--- config.mk ---
export PLATFORM = sky130hd
export DESIGN_NAME = dsc_cell
export DESIGN_NICKNAME = d
export VERILOG_FILES = /design/src/rtl/dsc_pkg.sv /design/src/rtl/dsc_cell.sv
export SDC_FILE = /design/constraint.sdc
export NUM_CORES = 1
export LEC_CHECK = 0
export BUFFER_PORTS_ARGS = -buffer_cell sky130_fd_sc_hd__clkbuf_2
export CORE_MARGIN = 2
export CORE_UTILIZATION = 35
export CTS_CLUSTER_DIAMETER = 150
export DETAILED_ROUTE_END_ITERATION = 10
export PLACE_DENSITY = 0.62
export SYNTH_ARGS = -nofsm -noshare
export SYNTH_HDL_FRONTEND = slang
export SYNTH_SLANG_ARGS = --single-unit
--- constraint.sdc ---
create_clock -name clk -period 24.8 [get_ports clk]
set_clock_uncertainty 0.15 [all_clocks]
set_input_delay 4.96 -clock clk [delete_from_list [all_inputs] [get_ports clk]]
set_output_delay 4.96 -clock clk [all_outputs]
set_load 0.02 [all_outputs]
--- src/rtl/dsc_pkg.sv ---
`default_nettype none
package dsc_pkg;

  localparam int ADDR_W     = 64;
  localparam int SLOT_OUT_W = 7;
  localparam int SLOT_ID_W  = 10;

  typedef logic [SLOT_ID_W-1:0] slot_id_t;

  // Scan record carried down the cell chain for one transaction.
  typedef struct packed {
    logic     tok;
    logic     hit_f;
    slot_id_t hit_idx;
    logic     hi_f;
    slot_id_t hi_idx;
    logic     lo_f;
    slot_id_t lo_idx;
  } scan_rec_t;

  typedef enum logic [1:0] {
    ST_IDLE,
    ST_SCAN,
    ST_DONE
  } state_t;

endpackage
`default_nettype wire

--- src/rtl/dsc_cell.sv ---
`default_nettype none
module dsc_cell #(
  parameter int INDEX = 0
) (
  input  wire logic                          clk,
  input  wire logic                          rst_n,
  input  wire dsc_pkg::scan_rec_t            rec_in,
  input  wire logic [dsc_pkg::ADDR_W-1:0]    addr,
  input  wire dsc_pkg::slot_id_t             ptr,
  input  wire logic                          wr_en,
  input  wire dsc_pkg::slot_id_t             wr_idx,
  input  wire logic [dsc_pkg::ADDR_W-1:0]    wr_tag,
  output dsc_pkg::scan_rec_t                 rec_out
);

  localparam dsc_pkg::slot_id_t MY_ID = dsc_pkg::SLOT_ID_W'(INDEX);

  logic                       valid_r;
  logic [dsc_pkg::ADDR_W-1:0] tag_r;
  dsc_pkg::scan_rec_t         rec_r;
  dsc_pkg::scan_rec_t         rec_nxt;
  logic                       match;
  logic                       sel;

  assign match = valid_r && (tag_r == addr);
  assign sel   = wr_en && (wr_idx == MY_ID);

  always_comb begin
    rec_nxt = rec_in;
    if (!rec_in.hit_f && match) begin
      rec_nxt.hit_f   = 1'b1;
      rec_nxt.hit_idx = MY_ID;
    end
    if (!valid_r) begin
      if (MY_ID >= ptr) begin
        if (!rec_in.hi_f) begin
          rec_nxt.hi_f   = 1'b1;
          rec_nxt.hi_idx = MY_ID;
        end
      end else begin
        if (!rec_in.lo_f) begin
          rec_nxt.lo_f   = 1'b1;
          rec_nxt.lo_idx = MY_ID;
        end
      end
    end
  end

  always_ff @(posedge clk) begin
    if (!rst_n) begin
      valid_r <= 1'b0;
      rec_r   <= '0;
    end else begin
      rec_r <= rec_nxt;
      if (sel) begin
        valid_r <= 1'b1;
      end
    end
  end

  always_ff @(posedge clk) begin
    if (sel) begin
      tag_r <= wr_tag;
    end
  end

  assign rec_out = rec_r;

endmodule
`default_nettype wire

==> results of run 1 <==
## power by group through the flow
stage	sequential, mW	combinational [mW]	clock [mW]
final	0.178	0.0290	0.0934
after global routing	0.179	0.0323	0.104
after CTS	0.179	0.0295	0.0981
after detailed placement	0.182	0.0294	0
after global placement	0.182	0.0288	0
after floorplan	0.186	0.00684	0
## kinds of logic after synthesis
group | after synthesis | synth area share
and+or+nand+nor | 83 | 0.1304
xor gates and xnor gates | 50 | 0.1164
buffers and inverters | 13 | 0.01430
AOI/OAI and AO/OA | 23 | 0.04159
DFF | 99 | 0.6973
## final cells by class
type,instances,area [µm²]
repair buffers,220,1106
flip-flops and latches,99,2623
well taps,136,170.2
multi-input cells,156,1097
fillers,974,5155
inverters,11,41.29
clock inverters,5,36.28
clock buffers,11,141.4
## per-layer routing
metal | vias to the layer above | GRT usage | share of wire
li1 | 1412 | - | -
met1 | 1220 | 0.1829 | 0.40
met2 | 110 | 0.2471 | 0.50
met3 | 11 | 0.05448 | 0.088
met4 | 0 | 0.05586 | 0.017
met5 | - | 0 | 0
## cell usage in the layout (no fill, tap or decap), drive strengths merged, types with 2 or more instances in the layout
| master | instances |
|---|---|
| nand2b | 4 |
| o221ai | 2 |
| nand3 | 3 |
| clkinv | 4 |
| nand2 | 13 |
| nor3 | 2 |
| nor4 | 17 |
| a2111oi | 2 |
| xor2 | 44 |
| buf | 2 |
| clkbuf | 229 |
| nor2b | 6 |
| xnor2 | 6 |
| nor2 | 7 |
| and2 | 21 |
| dfxtp | 35 |
| inv | 12 |
| nand4 | 3 |
| a21oi | 11 |
| edfxtp | 64 |
| or2b | 4 |
## sequential cells by signal, indices dropped and copies added, names as in the netlist
signal,cells
valid_r,1
rec_out,34
tag_r,64
## worst max-delay path: cells and delay by family
kind                   cells  cell delay (ps)
buffers and inverters      1               90
AND/OR/NAND/NOR            3             1190
AO/OA/AOI/OAI              2              580
## Yosys cell counts, types with 2 or more instances
master	n	share of area
edfxtp_1	64	0.51
xor2_1	44	0.10
dfxtp_1	35	0.19
and2_1	21	0.035
nor4_1	16	0.027
nand2_1	13	0.013
a21oi_1	11	0.015
inv_1	11	0.011
nor2_1	7	0.0070
nor2b_1	6	0.010
xnor2_1	6	0.014
nand2b_1	4	0.0067
or2b_1	4	0.0080
nand3_1	3	0.0040
nand4_1	3	0.0050
a2111oi_0	2	0.0047
nor3_1	2	0.0027
o221ai_1	2	0.0047
## worst paths after layout
path                                               end  slack (ps)  depth (start not counted)
worst max-delay path            rec_out[24]$_SDFF_PP0_       18040                          6
worst min-delay path              valid_r$_SDFFE_PN0P_         390                          2
worst max register to register  rec_out[24]$_SDFF_PP0_       22360                          5
worst min register to register    valid_r$_SDFFE_PN0P_         390                          2
==> key figures, run 1 <==
GRT
  • Grt total ovfl: 0
  • GRT Resource Usage Total: 0.1510
  • First-pass GRT wire length: about 13 mm
  • Largest net degree at the start of global routing: 35
  • Initial antenna violation count: 0
  • Vias in the first global route: between 2000 and 3000

Clock network
  • CTS Buffer Depth: 2
  • Postcts setup bufs: 0
  • Clk_lat worst skew: 360 ps
  • Clock sink count: 99
  • Clock slew at reported path FFs: approximately 90 ps
  • Hold Buf Count CTS: 0
  • H-tree Lvls: 3
  • CTS-repair resized insts: 0
  • Clock root cell: clkbuf_8
  • CTS Buf Count: 9
  • TritonCTS clock tree: yes

Worst setup path
  • Worst-path fanout max: 11
  • Critical Path Slowest Stage Cell: nor4_2
  • Critical Setup Path Class: in2reg
  • Arrival @ worst endpoint: approximately 6800 ps
  • Worst path max stage delay: 850 ps
  • Reg-to-reg startpoint: tag_r[51]$_DFFE_PP_
  • CP startpoint: addr[15]
  • Nature of the critical path endpoint: register
  • Startpoint types: input port
  • Crit path cell chain: clkbuf_2 -> nor2b_1 -> a2111oi_0 -> nand4_1 -> nor4_2 -> a21oi_1
  • CP required: 24860 ps

Layout
  • Layout cell share with drive strength beyond 1: 0.4761
  • Area growth, synth to finish: 38.66%
  • Count of non-filler cells in the finished layout: between 600 and 700
  • Finished Cell Area: 5215 µm²
  • Final nets: 682
  • Antenna cells: 0
  • Fin util: 0.5029

Timing
  • Fin Setup TNS: 0 ps
  • Final WS setup: 18040 ps
  • Final hold vios: 0
  • Tcrit/Tclk final: 0.2728
  • Min Hold Slack: 392.8 ps
  • Endpoints failing setup: 0
  • F_max: between 100 and 150 MHz
  • Actual slew at the worst max-slew pin: 986.4 ps
  • Max_slew headroom: 0.3369
  • Slew Limit Fails: 0
  • RSZ-0062 raised after global routing: false
  • Min Tclk post-route: ~6800 ps

Synth
  • Syn_nets: 453
  • Seq/Total Area, Yosys: 0.6973
  • Synth async-reset ratio: 0
  • EDFF count, synth: 64
  • Count of cell types in the netlist: 32
  • Synth Flop Type: edfxtp_1
  • Yosys warns: 0
  • Post-synthesis cell count: 268
  • Synth Register Bits: 99
  • Synthesized area: 3761 µm²
  • Avg Inst Size Synth: 14.03 µm²

Floorplan
  • Io pins: around 220
  • Core Rows: 37
  • Die Wd: 107.7 µm
  • Die ar.: 11590 µm²
  • Die Span Y: 107.7 µm
  • Total core area: 10370 µm²
  • Initial Util: 0.3627

Power and ir drop
  • Reg power frac: 0.593
  • Power Dens Cells: 57.68 nW/µm²
  • Leakage: 2.342 nW
  • Max rail drop VDD: between 0.02 and 0.03 mV
  • Psw: 67.39 µW
  • Gate power share: 0.096
  • Cell Int Power: roughly 230 µW
  • Final Total Pwr: approximately 300 µW
  • Clock power share: 0.310
  • Sw Share: 0.2240

Min path
  • Worst min path class: reg2reg
  • Hold_sp: valid_r$_SDFFE_PN0P_

Drt
  • Vias/cell: between 4 and 5
  • WL final: between 8 and 9 mm
  • Antenna-violating nets left: 0
  • Via count: 2753
  • Drt wl/cell: 13.43 µm
  • Drt pass-1 iters: 4
  • DRT iter0 DRCs: 108
  • Residual DRC: 0

Placement
  • Dpl cells: 622
  • Post-place setup slack: between 15000 and 20000 ps
  • Post-DP Area: 5037 µm²
  • Port Buffers: 218
  • Final Wtd Congestion: 0.7191
  • Post-detail-place hpwl: 7.072 mm

Status
  • Outcome: completed

Run
  • Maxcap violations: 0
(Power assumes the default switching activity.)
==> inputs of run 2 (changes only) <==
Settings changed: ABC_AREA set to 1, PLACE_DENSITY 0.62 to 0.63.
Clock period 24.8 ns to 5.73 ns, I/O delays scaled along.
==> run 2 against run 1 <==
  * Hold slack worse by 37 ps
  * Register-to-register slack lost 18000 ps
  * Setup slack worse by 15000 ps
  * Final cell count grew 33%
  * Synthesized area is 12% higher
  * Die area rose by 11%
  * Critical path type unchanged
  * Largest cell class unchanged
  * Highest routed layer unchanged
==> key figures, run 2 <==
Placement
  • Final Wtd Congestion: 0.7523 (+4.6%)
  • Dpl cells: 830 (+33%)
  • Post-detail-place hpwl: 7.682 mm (+8.6%)
  • Post-place setup slack: 2668 ps (-14860 ps)
  • Port Buffers: 218 (unchanged)

Power and ir drop
  • Sw Share: 0.2192 (-0.004810)
  • Cell Int Power: 1.145 mW (+390%)
  • Final Total Pwr: 1.467 mW (+390%)
  • Gate power share: 0.095 (about the same)
  • Psw: 321.6 µW (+380%)
  • Max rail drop VDD: 0.1323 mV (+400%)
  • Leakage: 3.112 nW (+33%)
  • Power Dens Cells: 254.6 nW/µm² (+340%)
  • Reg power frac: 0.527 (-0.066)
  • Clock power share: 0.377 (+0.067)

Clock network
  • Hold Buf Count CTS: 0 (unchanged)
  • Clk_lat worst skew: 340 ps (-20 ps)
  • Clock root cell: clkbuf_16
  • Clock sink count: 99 (unchanged)
  • TritonCTS clock tree: yes
  • Clock slew at reported path FFs: 70 ps (-20 ps)
  • H-tree Lvls: 3 (unchanged)
  • CTS Buffer Depth: 2 (unchanged)
  • CTS Buf Count: 9 (unchanged)
  • CTS-repair resized insts: 0 (unchanged)
  • Postcts setup bufs: 0 (unchanged)

Worst setup path
  • CP required: 5540 ps (-19320 ps)
  • FF-to-FF setup slack: 4060 ps (-18300 ps)
  • Crit path to: tag_r[4]$_DFFE_PP_
  • Critical Setup Path Class: in2reg
  • Startpoint types: input port
  • Critical Path Slowest Stage Cell: buf_4
  • Worst path max stage delay: 700 ps (-150 ps)
  • Crit path cell chain: clkbuf_2 -> nor4_1 -> nand2_1 -> nor4_4 -> buf_4
  • Arrival @ worst endpoint: 2520 ps (-4300 ps)
  • Worst-case reg-to-reg path depth: 10 (+5)
  • CP startpoint: wr_idx[5]
  • Reg-to-reg startpoint: tag_r[12]$_DFFE_PP_
  • Reg-to-Reg End: rec_out[26]$_SDFF_PP0_
  • Nature of the critical path endpoint: register
  • Worst-path fanout max: 65 (+54)

Synth
  • Post-synthesis cell count: 466 (+74%)
  • Leading post-synthesis cells by cell area: edfxtp_1 46%, dfxtp_1 17%, inv_1 9.8%, nand2_1 9.7%, nor2_1 6.2%
  • Synthesized area: 4200 µm² (+12%)
  • Top post-synthesis cells by count: 110 x inv_1, 109 x nand2_1, 69 x nor2_1
  • Yosys warns: 0 (unchanged)
  • Avg Inst Size Synth: 9.013 µm² (-36%)
  • Syn_nets: 651 (+44%)
  • Synth async-reset ratio: 0 (unchanged)
  • Most common cell in the synthesized netlist: inv_1
  • Synth Register Bits: 99 (unchanged)
  • Count of cell types in the netlist: 22 (-31%)
  • Synth area leader: edfxtp_1
  • EDFF count, synth: 64 (unchanged)
  • Synth Flop Type: edfxtp_1
  • Top-area cell type share of the netlist area: 0.4576 (-0.05343)
  • Seq/Total Area, Yosys: 0.6244 (-0.07291)

Drt
  • Drt pass-1 iters: 4 (unchanged)
  • Residual DRC: 0 (unchanged)
  • Antenna-violating nets left: 0 (unchanged)
  • Vias/cell: 4.274 (-0.95%)
  • WL final: 9.403 mm (+9.7%)
  • DRT iter0 DRCs: 102 (-5.6%)
  • Drt wl/cell: 11.11 µm (-17%)
  • Via count: 3616 (+31%)

Floorplan
  • Die Wd: 113.6 µm (+5.5%)
  • Total core area: 11860 µm² (+14%)
  • Core Rows: 40 (+8.1%)
  • Io pins: 219 (unchanged)
  • Initial Util: 0.3541 (-0.008579)
  • Die Span Y: 113.6 µm (+5.5%)
  • Die ar.: 12890 µm² (+11%)

Timing
  • RSZ-0062 raised after global routing: false
  • Slew Limit Fails: 0 (unchanged)
  • Final hold vios: 0 (unchanged)
  • Endpoints failing setup: 0 (unchanged)
  • Tcrit/Tclk final: 0.4722
  • Final WS setup: 3024 ps (-15010 ps)
  • Actual slew at the worst max-slew pin: 848.8 ps (-137.6 ps)
  • Min Tclk post-route: 2706 ps
  • Max_slew headroom: 0.4341 (+0.09723)
  • Fin Setup TNS: 0 ps (unchanged)
  • F_max: 369.6 MHz

Layout
  • Count of non-filler cells in the finished layout: 846 (+33%)
  • Most common cell after layout, fill and taps aside: clkbuf_2
  • Layout cell share with drive strength beyond 1: 0.3548 (-0.1213)
  • Antenna cells: 0 (unchanged)
  • Final nets: 879 (+29%)
  • Most frequent cells in the layout: 218 x clkbuf_2, 110 x inv_1, 109 x nand2_1
  • Area growth, synth to finish: 37.18%
  • Largest Register: tag_r
  • Max reg flops: 64 (unchanged)

GRT
  • Initial antenna violation count: 0 (unchanged)
  • Vias in the first global route: 3517 (+25%)
  • GRT Resource Usage Total: 0.1498 (-0.001251)
  • First-pass GRT wire length: 15.14 mm (+14%)
  • Grt total ovfl: 0 (unchanged)
  • Largest net degree at the start of global routing: 66 (+89%)

Run
  • Maxcap violations: 0 (unchanged)

Min path
  • Worst min path class: reg2reg

Status
  • Outcome: completed
-- run 2: cell types whose count changed after synthesis, moves of 8 or more --
cell,change
a21oi_1,-8
nand3_1,+21
inv_1,+99
nor4_1,-13
and2_1,-21
o21ai_0,+10
nand2_1,+96
nor2_1,+62
xor2_1,-39
-- run 2: worst min path at each step --
stage / start / end / slack (ps) / cells after the start
after CTS: valid_r$_SDFFE_PN0P_ / valid_r$_SDFFE_PN0P_ / 350 / 2
after global placement: valid_r$_SDFFE_PN0P_ / valid_r$_SDFFE_PN0P_ / 320 / 2
final: valid_r$_SDFFE_PN0P_ / valid_r$_SDFFE_PN0P_ / 360 / 2
after floorplan: valid_r$_SDFFE_PN0P_ / valid_r$_SDFFE_PN0P_ / 310 / 2
after detailed placement: valid_r$_SDFFE_PN0P_ / valid_r$_SDFFE_PN0P_ / 340 / 2
after global routing: valid_r$_SDFFE_PN0P_ / valid_r$_SDFFE_PN0P_ / 410 / 2
-- run 2: per-stage QoR --
stage,utilization,area [µm²],hold slack [ps]
2_1_floorplan,-,4207,311.6
3_3_place_gp,0.4629,5490,320.1
3_5_place_dp,0.4629,5490,336.8
4_1_cts,0.4858,5762,353.2
5_1_grt,0.4858,5762,408.1
6_report,0.4858,5762,355.6
-- run 2: layer usage --
| layer | GRT usage | share of wire | vias to the layer above |
|---|---|---|---|
| li1 | - | - | 1877 |
| met1 | 0.1736 | 0.41 | 1603 |
| met2 | 0.2591 | 0.50 | 123 |
| met3 | 0.04463 | 0.077 | 13 |
| met4 | 0.06260 | 0.017 | 0 |
| met5 | 0 | 0 | - |
-- run 2: cell families after synthesis --
family,after synthesis,share of synthesized area
AO/OA/AOI/OAI,14,0.01668
XOR/XNOR,15,0.03128
buffers and inverters,114,0.1019
flip-flops,99,0.6244
AND/OR/NAND/NOR,224,0.2258
-- run 2: power groups by stage --
stage / registers (mW) / clock network, mW / logic [mW]
floorplan: 0.804 / 0 / 0.0404
global placement: 0.789 / 0 / 0.138
detailed placement: 0.789 / 0 / 0.142
CTS: 0.773 / 0.573 / 0.142
global route: 0.774 / 0.599 / 0.159
finish: 0.773 / 0.554 / 0.140
-- run 2: worst max-delay path, delay by kind of cell --
kind / cells / cell delay (ps)
buffers and inverters: 2 / 780
AND/OR/NAND/NOR: 3 / 550
-- run 2: area by class of cell --
class / count / area, µm²
Multi-Input combinational cell: 253 / 1165
Inverter: 112 / 420.4
Clock inverter: 5 / 28.78
Sequential cell: 99 / 2623
Timing Repair Buffer: 219 / 1099
Clock buffer: 11 / 242.7
Tap cell: 147 / 183.9
Fill cell: 1153 / 6100
==> inputs of run 3 (changes only) <==
Clock period 5.73 ns to 2.21 ns, I/O delays scaled along.
==> run 3 against run 2 <==
  * Setup slack worse by 2500 ps
  * Largest cell class unchanged
  * Clock power grew to 2.9 times the previous value
  * Cell area is 1.4% higher
  * Register-to-register slack worse by 3500 ps
  * Combinational power grew to 2.6 times the previous value
  * Die area stayed put
  * Non-clock buffer count stayed put
  * Largest power group unchanged
  * Count of clock-buffer cells in the layout is 3 higher
  * Highest routed layer unchanged
==> key figures, run 3 (synthesis gave the netlist of run 2 again) <==
GRT
  • GRT Resource Usage Total: 0.1510 (+0.001233)
  • Initial antenna violation count: 0 (unchanged)
  • Vias in the first global route: 3490 (-0.77%)
  • First-pass GRT wire length: 15.26 mm (+0.77%)
  • Grt total ovfl: 0 (unchanged)
  • Largest net degree at the start of global routing: 66 (unchanged)

Clock network
  • Clock slew at reported path FFs: 70 ps (about the same)
  • Hold Buf Count CTS: 0 (unchanged)
  • CTS-repair resized insts: 0 (unchanged)
  • TritonCTS clock tree: yes
  • Clock root cell: clkbuf_16
  • H-tree Lvls: 3 (unchanged)
  • Clk_lat worst skew: 340 ps (about the same)
  • CTS Buf Count: 9 (unchanged)
  • Postcts setup bufs: 0 (unchanged)
  • CTS Buffer Depth: 2 (unchanged)
  • Clock sink count: 99 (unchanged)

Drt
  • Via count: 3511 (-2.9%)
  • Vias/cell: 4.150 (-2.9%)
  • Antenna-violating nets left: 0 (unchanged)
  • Drt pass-1 iters: 4 (unchanged)
  • Residual DRC: 0 (unchanged)
  • DRT iter0 DRCs: 100 (-2.0%)
  • Drt wl/cell: 10.94 µm (-1.6%)
  • WL final: 9.256 mm (-1.6%)

Floorplan
  • Die Span Y: 113.6 µm (unchanged)
  • Initial Util: 0.3541 (unchanged)
  • Die ar.: 12890 µm² (unchanged)
  • Die Wd: 113.6 µm (unchanged)
  • Core Rows: 40 (unchanged)
  • Total core area: 11860 µm² (unchanged)
  • Io pins: 219 (unchanged)

Timing
  • Actual slew at the worst max-slew pin: 468.6 ps (-380.2 ps)
  • RSZ-0062 raised after global routing: false
  • Min Hold Slack: 119.9 ps (-235.8 ps)
  • Tcrit/Tclk final: 0.7673
  • Max_slew headroom: 0.6876 (+0.2535)
  • Slew Limit Fails: 0 (unchanged)
  • Final WS setup: 514.2 ps (-2510 ps)
  • Min Tclk post-route: 1696 ps
  • Endpoints failing setup: 0 (unchanged)
  • Final hold vios: 0 (unchanged)
  • Fin Setup TNS: 0 ps (unchanged)
  • F_max: 589.7 MHz

Layout
  • Area taken by multi-input logic gates: 1195 µm² (+2.6%)
  • Final nets: 879 (unchanged)
  • Antenna cells: 0 (unchanged)
  • Layout cell share with drive strength beyond 1: 0.3577 (+0.002861)
  • Count of non-filler cells in the finished layout: 846 (unchanged)
  • Most common cell after layout, fill and taps aside: clkbuf_2
  • Largest Register: tag_r
  • Fill cells: 1145 (-0.69%)
  • Fin util: 0.4925 (+0.006752)
  • Max reg flops: 64 (unchanged)
  • Area growth, synth to finish: 39.08%
  • Reg area: 2623 µm² (unchanged)
  • Most frequent cells in the layout: 218 x clkbuf_2, 110 x inv_1, 109 x nand2_1

Worst setup path
  • Worst path max stage delay: 380 ps (-320 ps)
  • Crit path top cell by count: nor2_1
  • Critical Setup Path Class: reg2reg
  • Worst Path Buf+Inv: 0 (-2)
  • Worst-path fanout max: 10 (-85%)
  • Startpoint types: register
  • Crit path to: rec_out[28]$_SDFF_PP0_
  • Arrival @ worst endpoint: 1780 ps (-740 ps)
  • Reg-to-reg startpoint: tag_r[26]$_DFFE_PP_
  • Reg-to-Reg End: rec_out[28]$_SDFF_PP0_
  • Worst-case reg-to-reg path depth: 10 (unchanged)
  • Nature of the critical path endpoint: register
  • Critical Path Stages: 10 (+5)
  • CP required: 2300 ps (-3240 ps)
  • Crit path cell chain: nor2_1 -> nor2_1 -> nor2_1 -> nand2_1 -> nor2_1 -> nand2_1 -> nor2_2 -> nand4_2 -> nand2_4 -> nor2_1
  • Critical Path Slowest Stage Cell: edfxtp_1
  • CP startpoint: tag_r[26]$_DFFE_PP_
  • CP top delay family: simple AND/OR/NAND/NOR gates
  • FF-to-FF setup slack: 510 ps (-3550 ps)

Min path
  • Min-Delay Path Depth: 1 (-1)
  • Hold_sp: wr_tag[7]
  • Worst min path class: in2reg

Run
  • Maxcap violations: 0 (unchanged)

Placement
  • Final Wtd Congestion: 0.7587 (+0.85%)
  • Port Buffers: 218 (unchanged)
  • Post-place setup slack: 192.9 ps (-2475 ps)
  • Post-detail-place hpwl: 7.472 mm (-2.7%)
  • Dpl cells: 830 (unchanged)

Power and ir drop
  • Max rail drop VDD: 0.3988 mV (+200%)
  • Leakage: 3.135 nW (+0.73%)
  • Power Dens Cells: 678.1 nW/µm² (+170%)

Status
  • Outcome: completed
==> run 3: worst min-delay path by stage <==
stage                                       to  slack, ps
final                       tag_r[7]$_DFFE_PP_        120
after global placement    valid_r$_SDFFE_PN0P_        320
after CTS                   tag_r[7]$_DFFE_PP_        100
after global routing       tag_r[59]$_DFFE_PP_        100
after detailed placement  valid_r$_SDFFE_PN0P_        340
after floorplan           valid_r$_SDFFE_PN0P_        320
==> run 3: where the power goes <==
part / switching, mW / leakage (nW) / internal, mW
combinational: 0.181 / 2.12 / 0.186
sequential: 0.00798 / 0.865 / 2.00
clock: 0.656 / 0.154 / 0.934
==> run 3: layout make-up <==
cell class / instances / share of cell area
sequential: 99 / 0.4489
multi-input combinational: 253 / 0.2045
clock buffer: 14 / 0.05076
tap: 147 / 0.03148
inverter: 112 / 0.07196
timing repair buffer: 219 / 0.1902
clock inverter: 2 / 0.002142
==> run 3: metrics by stage <==
step,cell area (µm²),power (mW)
6_report,5842,3.961
3_3_place_gp,5533,2.408
4_1_cts,5842,4.015
5_1_grt,5842,4.150
3_5_place_dp,5533,2.417
2_1_floorplan,4245,2.192
==> run 3: routing by layer <==
layer | vias to the layer above | track usage | part of all wire
li1 | 1871 | - | -
met1 | 1510 | 0.1841 | 0.42
met2 | 117 | 0.2527 | 0.49
met3 | 13 | 0.03879 | 0.071
met4 | 0 | 0.06829 | 0.019
met5 | - | 0 | 0
